<file path="config.mk">
export PLATFORM = sky130hd
export DESIGN_NAME = masked_translucent_pixel_blend
export DESIGN_NICKNAME = d
export VERILOG_FILES = /design/src/design/mtpb_pkg.sv /design/src/design/masked_translucent_pixel_blend.sv /design/src/design/mtpb_weight.sv /design/src/design/mtpb_lane.sv
export SDC_FILE = /design/constraint.sdc
export NUM_CORES = 2
export LEC_CHECK = 0
export BUFFER_PORTS_ARGS = -buffer_cell sky130_fd_sc_hd__buf_2
export CAP_MARGIN = 20
export CORE_MARGIN = 2
export CORE_UTILIZATION = 45
export CTS_BUF_LIST = sky130_fd_sc_hd__clkbuf_4 sky130_fd_sc_hd__clkbuf_8
export CTS_CLUSTER_DIAMETER = 80
export CTS_CLUSTER_SIZE = 16
export DETAILED_ROUTE_END_ITERATION = 12
export GPL_TIMING_DRIVEN = 0
export HOLD_SLACK_MARGIN = 0.15
export PLACE_DENSITY = 0.65
export SYNTH_ARGS = -nofsm -noshare
export SYNTH_HDL_FRONTEND = slang
export SYNTH_SLANG_ARGS = --single-unit
export TNS_END_PERCENT = 1
</file>
<file path="constraint.sdc">
create_clock -name clk -period 8.01 [get_ports clk]
set_clock_uncertainty 0.1 [all_clocks]
set_input_delay 2.403 -clock clk [delete_from_list [all_inputs] [get_ports clk]]
set_output_delay 2.403 -clock clk [all_outputs]
set_load 0.1 [all_outputs]
</file>
<file path="src/design/mtpb_pkg.sv">
// Package for the masked translucent pixel blend block.
// Holds the blend weight type, the byte constants and the percent-to-alpha function.
// No dependencies.
package mtpb_pkg;

  // Pixel layout and the fixed-point scale of the global alpha.
  localparam int unsigned LANES     = 4;
  localparam int unsigned BYTE_W    = 8;
  localparam int unsigned ALPHA_W   = 9;
  localparam int unsigned PCT_W     = 7;
  localparam int unsigned SUM_W     = 17;

  localparam logic [PCT_W-1:0]   PCT_MAX   = 7'd100;
  localparam logic [ALPHA_W-1:0] ALPHA_ONE = 9'd256;
  localparam logic [BYTE_W-1:0]  MASK_SKIP = 8'h00;
  localparam logic [BYTE_W-1:0]  MASK_FULL = 8'hff;
  localparam logic [BYTE_W-1:0]  BYTE_MAX  = 8'hff;

  // floor(p * 256 / 100) equals (p * 41944) >> 14 for every p in 0..100.
  localparam logic [15:0] ALPHA_RECIP = 16'd41944;
  localparam int unsigned ALPHA_SHIFT = 14;

  // Weights that every byte lane applies to the source and the destination byte.
  typedef struct packed {
    logic               skip;
    logic [ALPHA_W-1:0] src_weight;
    logic [ALPHA_W-1:0] dst_weight;
  } weight_t;

  // Global alpha from the percent register, with the percent clamped to 100.
  function automatic logic [ALPHA_W-1:0] alpha_of(input logic [PCT_W-1:0] pct);
    logic [PCT_W-1:0] pct_clamped;
    logic [22:0]      prod;
    pct_clamped = (pct > PCT_MAX) ? PCT_MAX : pct;
    prod        = 23'(pct_clamped) * 23'(ALPHA_RECIP);
    return prod[ALPHA_SHIFT +: ALPHA_W];
  endfunction

endpackage

</file>
<file path="src/design/masked_translucent_pixel_blend.sv">
// Top level of the masked translucent pixel blend block.
// Three-stage pipeline: weight stage, four byte lanes, merged output register.
// Depends on mtpb_pkg, mtpb_weight and mtpb_lane.
//
//   channel   signals                                        direction
//   in        in_valid, in_ready, src_pixel, dst_pixel,       into the block
//             mask_level
//   out       out_valid, out_ready, out_pixel, write_enable   out of the block
//   cfg       cfg_write_en, cfg_write_data (trans_percent)    into the block
//
// One item enters per cycle while the output is not stalled; each result passes weight1, pix2 and the output register.
// The weight multiply, the lane multiply-adds and the output register form the stages.
// Synchronous reset empties the pipeline and sets the percent to 100.
// A stall at the output holds a full stage only when every stage after it is full; other stages still move on and fill.
module masked_translucent_pixel_blend (
  input  logic        clk,
  input  logic        rst,
  input  logic        cfg_write_en,
  input  logic [6:0]  cfg_write_data,
  input  logic        in_valid,
  output logic        in_ready,
  input  logic [31:0] src_pixel,
  input  logic [31:0] dst_pixel,
  input  logic [7:0]  mask_level,
  output logic        out_valid,
  input  logic        out_ready,
  output logic [31:0] out_pixel,
  output logic        write_enable
);

  localparam int unsigned BW = mtpb_pkg::BYTE_W;

  logic [mtpb_pkg::ALPHA_W-1:0] alpha;
  logic                         pct_zero;

  logic                         en1, en2, en3;
  logic                         v1, v2;
  mtpb_pkg::weight_t            weight_in;
  mtpb_pkg::weight_t            weight1;
  logic [31:0]                  src1, dst1;
  logic [31:0]                  lane_pix;
  logic [31:0]                  pix2;
  logic                         skip2;

  // Percent register kept as its alpha and a zero flag.
  always_ff @(posedge clk) begin
    if (rst) begin
      alpha    <= mtpb_pkg::ALPHA_ONE;
      pct_zero <= 1'b0;
    end else if (cfg_write_en) begin
      alpha    <= mtpb_pkg::alpha_of(cfg_write_data);
      pct_zero <= (cfg_write_data == '0);
    end
  end

  // Each stage advances when it is empty or the stage after it advances.
  assign en3      = !out_valid || out_ready;
  assign en2      = !v2 || en3;
  assign en1      = !v1 || en2;
  assign in_ready = en1;

  always_ff @(posedge clk) begin
    if (rst) begin
      v1        <= 1'b0;
      v2        <= 1'b0;
      out_valid <= 1'b0;
    end else begin
      if (en1) begin
        v1 <= in_valid;
      end
      if (en2) begin
        v2 <= v1;
      end
      if (en3) begin
        out_valid <= v2;
      end
    end
  end

  // Stage one: blend weights.
  mtpb_weight u_weight (
    .alpha      (alpha),
    .pct_zero   (pct_zero),
    .mask_level (mask_level),
    .weight     (weight_in)
  );

  always_ff @(posedge clk) begin
    if (en1 && in_valid) begin
      weight1 <= weight_in;
      src1    <= src_pixel;
      dst1    <= dst_pixel;
    end
  end

  // Stage two: one lane per byte.
  for (genvar k = 0; k < mtpb_pkg::LANES; k++) begin : g_lane
    mtpb_lane u_lane (
      .src_byte   (src1[k*BW +: BW]),
      .dst_byte   (dst1[k*BW +: BW]),
      .weight     (weight1),
      .blend_byte (lane_pix[k*BW +: BW])
    );
  end

  always_ff @(posedge clk) begin
    if (en2 && v1) begin
      pix2  <= lane_pix;
      skip2 <= weight1.skip;
    end
  end

  // Stage three: merge the lanes; a skipped pixel shows zero and no write.
  always_ff @(posedge clk) begin
    if (en3 && v2) begin
      out_pixel    <= skip2 ? '0 : pix2;
      write_enable <= !skip2;
    end
  end

endmodule

</file>
<file path="src/design/mtpb_weight.sv">
// Weight stage of the masked translucent pixel blend block.
// Turns the global alpha and the mask byte into source and destination weights.
// Depends on mtpb_pkg.
module mtpb_weight (
  input  logic [mtpb_pkg::ALPHA_W-1:0] alpha,
  input  logic                         pct_zero,
  input  logic [mtpb_pkg::BYTE_W-1:0]  mask_level,
  output mtpb_pkg::weight_t            weight
);

  logic [16:0]                  mask_prod;
  logic [mtpb_pkg::BYTE_W-1:0]  alpha_scaled;

  // Scaled alpha for a partial mask; m * a stays below 65536 for m up to 254.
  assign mask_prod    = 17'(mask_level) * 17'(alpha);
  assign alpha_scaled = mask_prod[15:8];

  // A full mask uses the global alpha against 256, any other mask works against 255.
  always_comb begin
    weight.skip = pct_zero || (mask_level == mtpb_pkg::MASK_SKIP);
    if (mask_level == mtpb_pkg::MASK_FULL) begin
      weight.src_weight = alpha;
      weight.dst_weight = mtpb_pkg::ALPHA_ONE - alpha;
    end else begin
      weight.src_weight = {1'b0, alpha_scaled};
      weight.dst_weight = {1'b0, mtpb_pkg::BYTE_MAX - alpha_scaled};
    end
  end

endmodule

</file>
<file path="src/design/mtpb_lane.sv">
// One byte lane of the masked translucent pixel blend block.
// Mixes one source byte and one destination byte under the given weights.
// Depends on mtpb_pkg.
module mtpb_lane (
  input  logic [mtpb_pkg::BYTE_W-1:0] src_byte,
  input  logic [mtpb_pkg::BYTE_W-1:0] dst_byte,
  input  mtpb_pkg::weight_t           weight,
  output logic [mtpb_pkg::BYTE_W-1:0] blend_byte
);

  logic [mtpb_pkg::SUM_W-1:0] sum;

  // Weighted sum; the weights add to at most 256, so bits 15:8 never exceed 255.
  assign sum = mtpb_pkg::SUM_W'(src_byte) * mtpb_pkg::SUM_W'(weight.src_weight)
             + mtpb_pkg::SUM_W'(dst_byte) * mtpb_pkg::SUM_W'(weight.dst_weight);

  assign blend_byte = sum[15:8];

endmodule

</file>
==> impl_metrics.ini <==
[hold_path]
hold_path_class = reg2reg

[logic_synthesis]
ys_types = 64
ys.flop_type = edfxtp_1
syn-cell-area_sq_um = 27300
avgSynthCellArea_sq_um = 9.82
synth_nets = 3662
ys_seq_area_share_pct = 17.3
synth_edf_count = 149
ys_seq_elements = 162
synth_top_cell_by_area = fa_1
async_flop_share_pct = 0
synth_commonest_cells = inv_1, fa_1, and2_1
yosysMostFrequentCell = inv_1
synth.area.top_cells = fa_1, edfxtp_1, ha_1
yosys_warnings = 0
syn_inst = 2783
synth_top_area_share_pct = 35.2

[worst_setup_path]
cp-start-kind = flop
end_kind = flop
cp.arrival_ns = 7.85
critPathMaxFanout = 10
worst-setup-path-type = reg2reg
cp.required_ns = 8.28

[placed_design]
gp_congestion = 0.902
dpl_cell_area_sq_um = 29000
port_buffers = 116
dp_hpwl_mm = 57.7

[global_route]
antenna_found_initial = 9
globalRouteOverflowTotal = 0
grt_pass1_wl_mm = 113
grt_util_all_layers_pct = 23.6
grt_pass1_vias = 20700
grt_max_degree = 28

[sta]
worst_slew_pin_slew_ns = 1.15
finalCriticalPeriod_ns = 7.58
finalSetupViolCount = 0
holdWs_ns = 0.348
hold_viol = 0
layout_worst_path_cycle_share_pct = 94.6
max_slew_margin_pct = 23.6
drv_slew = 0
fmax_mhz = 132
rsz0062_at_grt = no

[floorplan]
start_util_pct = 45.4
die_width_um = 250
die_y_um = 250
core.rowCount = 90
io_pins = 119
fp.dieArea_sq_um = 62700
core_area_sq_um = 60100

[routing]
vias = 19000
first_pass_iters = 7
ant_nets = 0
wl_mm = 70.1
drcViolationCount = 0
routed_via_density = 5.10
wire_per_inst_um = 18.9
drt_iter0_drc = 966

[finish]
nNetsFinal = 3802
syn2layout_area_growth_pct = 7.95
drive_gt1_share_pct = 6.20
final_cell_area_sq_um = 29500

[clocking]
cts_buffers = 17
cts_tree = done
cts_root_buf = clkbuf_8
post_cts_resized = 0
ctsHoldBuffers = 0
insertion_delay_ns = 0.57
htreeDepth = 4
path_clk_slew_ns = 0.10
cts.sinks = 162
ctsLongestPathBuffers = 2
cts_setup_buffers = 0

[status]
status = complete, no violations

[run]
maxCapViolCount = 0
==> metrics by stage <==
step | worst slack (ns) | TNS [ns] | util (%) | instances
global placement | -1.70 | -141.84 | 48.0 | 3681
floorplan | 0.659 | 0 | - | 2783
detailed placement | 0.397 | 0 | 48.3 | 3686
finish | 0.430 | 0 | 49.0 | 3719
CTS | 0.367 | 0 | 49.0 | 3718
global route | 0.167 | 0 | 49.0 | 3718
==> flip-flops by register name, summed over array words and instances (netlist names) <==
| register | count |
|---|---|
| skip2 | 1 |
| out_pixel | 32 |
| write_enable | 1 |
| out_valid | 1 |
| v2 | 1 |
| pix2 | 32 |
| dst1 | 32 |
| src1 | 32 |
| alpha | 9 |
| pct_zero | 1 |
| weight1 | 19 |
| v1 | 1 |
==> logic make-up (layout without fill, tap and decap cells) <==
logic type               Yosys count  after routing  share of synthesized area (%)
multiplexers                       8              8                          0.321
flip-flops                       162            162                           17.3
XOR/XNOR                          82             82                           2.63
AO/OA/AOI/OAI                    146            146                           3.82
other                              0              1                              0
adder cells (fa/ha/maj)          795            795                           49.6
AND/OR/NAND/NOR                  814            814                           15.5
buffers and inverters            776            929                           10.7
==> worst paths after layout <==
path / end / startpoint / slack, ns / cells past startpoint
hold reg to reg: skip2 / weight1[18] / 0.35 / 0
setup reg to reg: pix2[22] / weight1[9] / 0.43 / 18
hold / removal: skip2 / weight1[18] / 0.35 / 0
setup / recovery: pix2[22] / weight1[9] / 0.43 / 18
==> cells in the final DEF (no fill, tap or decap), types with 6 or more instances in the layout <==
master,count
nor2_1,30
inv_1,663
nor4_1,6
nand4_1,11
xnor2_1,67
a21oi_1,39
mux2_2,6
buf_2,116
nand2b_1,8
nand2_1,315
a21o_1,25
xor2_1,15
and3_1,6
edfxtp_1,149
nor3_1,8
fa_1,481
clkbuf_8,18
o21ai_0,21
ha_1,314
nor2b_1,38
clkbuf_1,92
nand3_1,12
buf_1,18
dfxtp_1,13
and2_1,351
==> area by class of cell <==
| cell class | instances | area, sq um |
|---|---|---|
| Clock buffer | 18 | 248 |
| Buffer | 113 | 443 |
| Clock inverter | 14 | 214 |
| Fill cell | 5667 | 30600 |
| Antenna cell | 1 | 2.50 |
| Tap cell | 782 | 978 |
| Sequential cell | 162 | 4730 |
| Timing Repair Buffer | 121 | 696 |
| Inverter | 663 | 2490 |
| Multi-Input combinational cell | 1845 | 19700 |
==> metal layers <==
| layer | GRT usage, % | vias to the layer above | routed length (um) |
|---|---|---|---|
| met4 | 9.15 | 12 | 2390 |
| met2 | 39.7 | 558 | 34000 |
| li1 | - | 8683 | - |
| met1 | 29.4 | 9573 | 28900 |
| met5 | 0 | - | 90 |
| met3 | 5.52 | 132 | 4780 |
==> critical path, stage by stage (launching register included) <==
cell       delay (ns)
edfxtp_1         0.70
clkbuf_1         0.57
clkbuf_1         0.72
nand2_1          0.17
fa_1             0.54
fa_1             0.52
inv_1            0.06
fa_1             0.56
fa_1             0.43
fa_1             0.51
inv_1            0.07
fa_1             0.49
inv_1            0.05
ha_1             0.28
and3_1           0.17
a221o_1          0.45
a2111oi_2        0.52
o21ai_0          0.18
o21ai_0          0.29
Power is left out: the tool's default activity adds up to more than one toggle a clock period on the data nets, which glitch-free logic cannot reach.
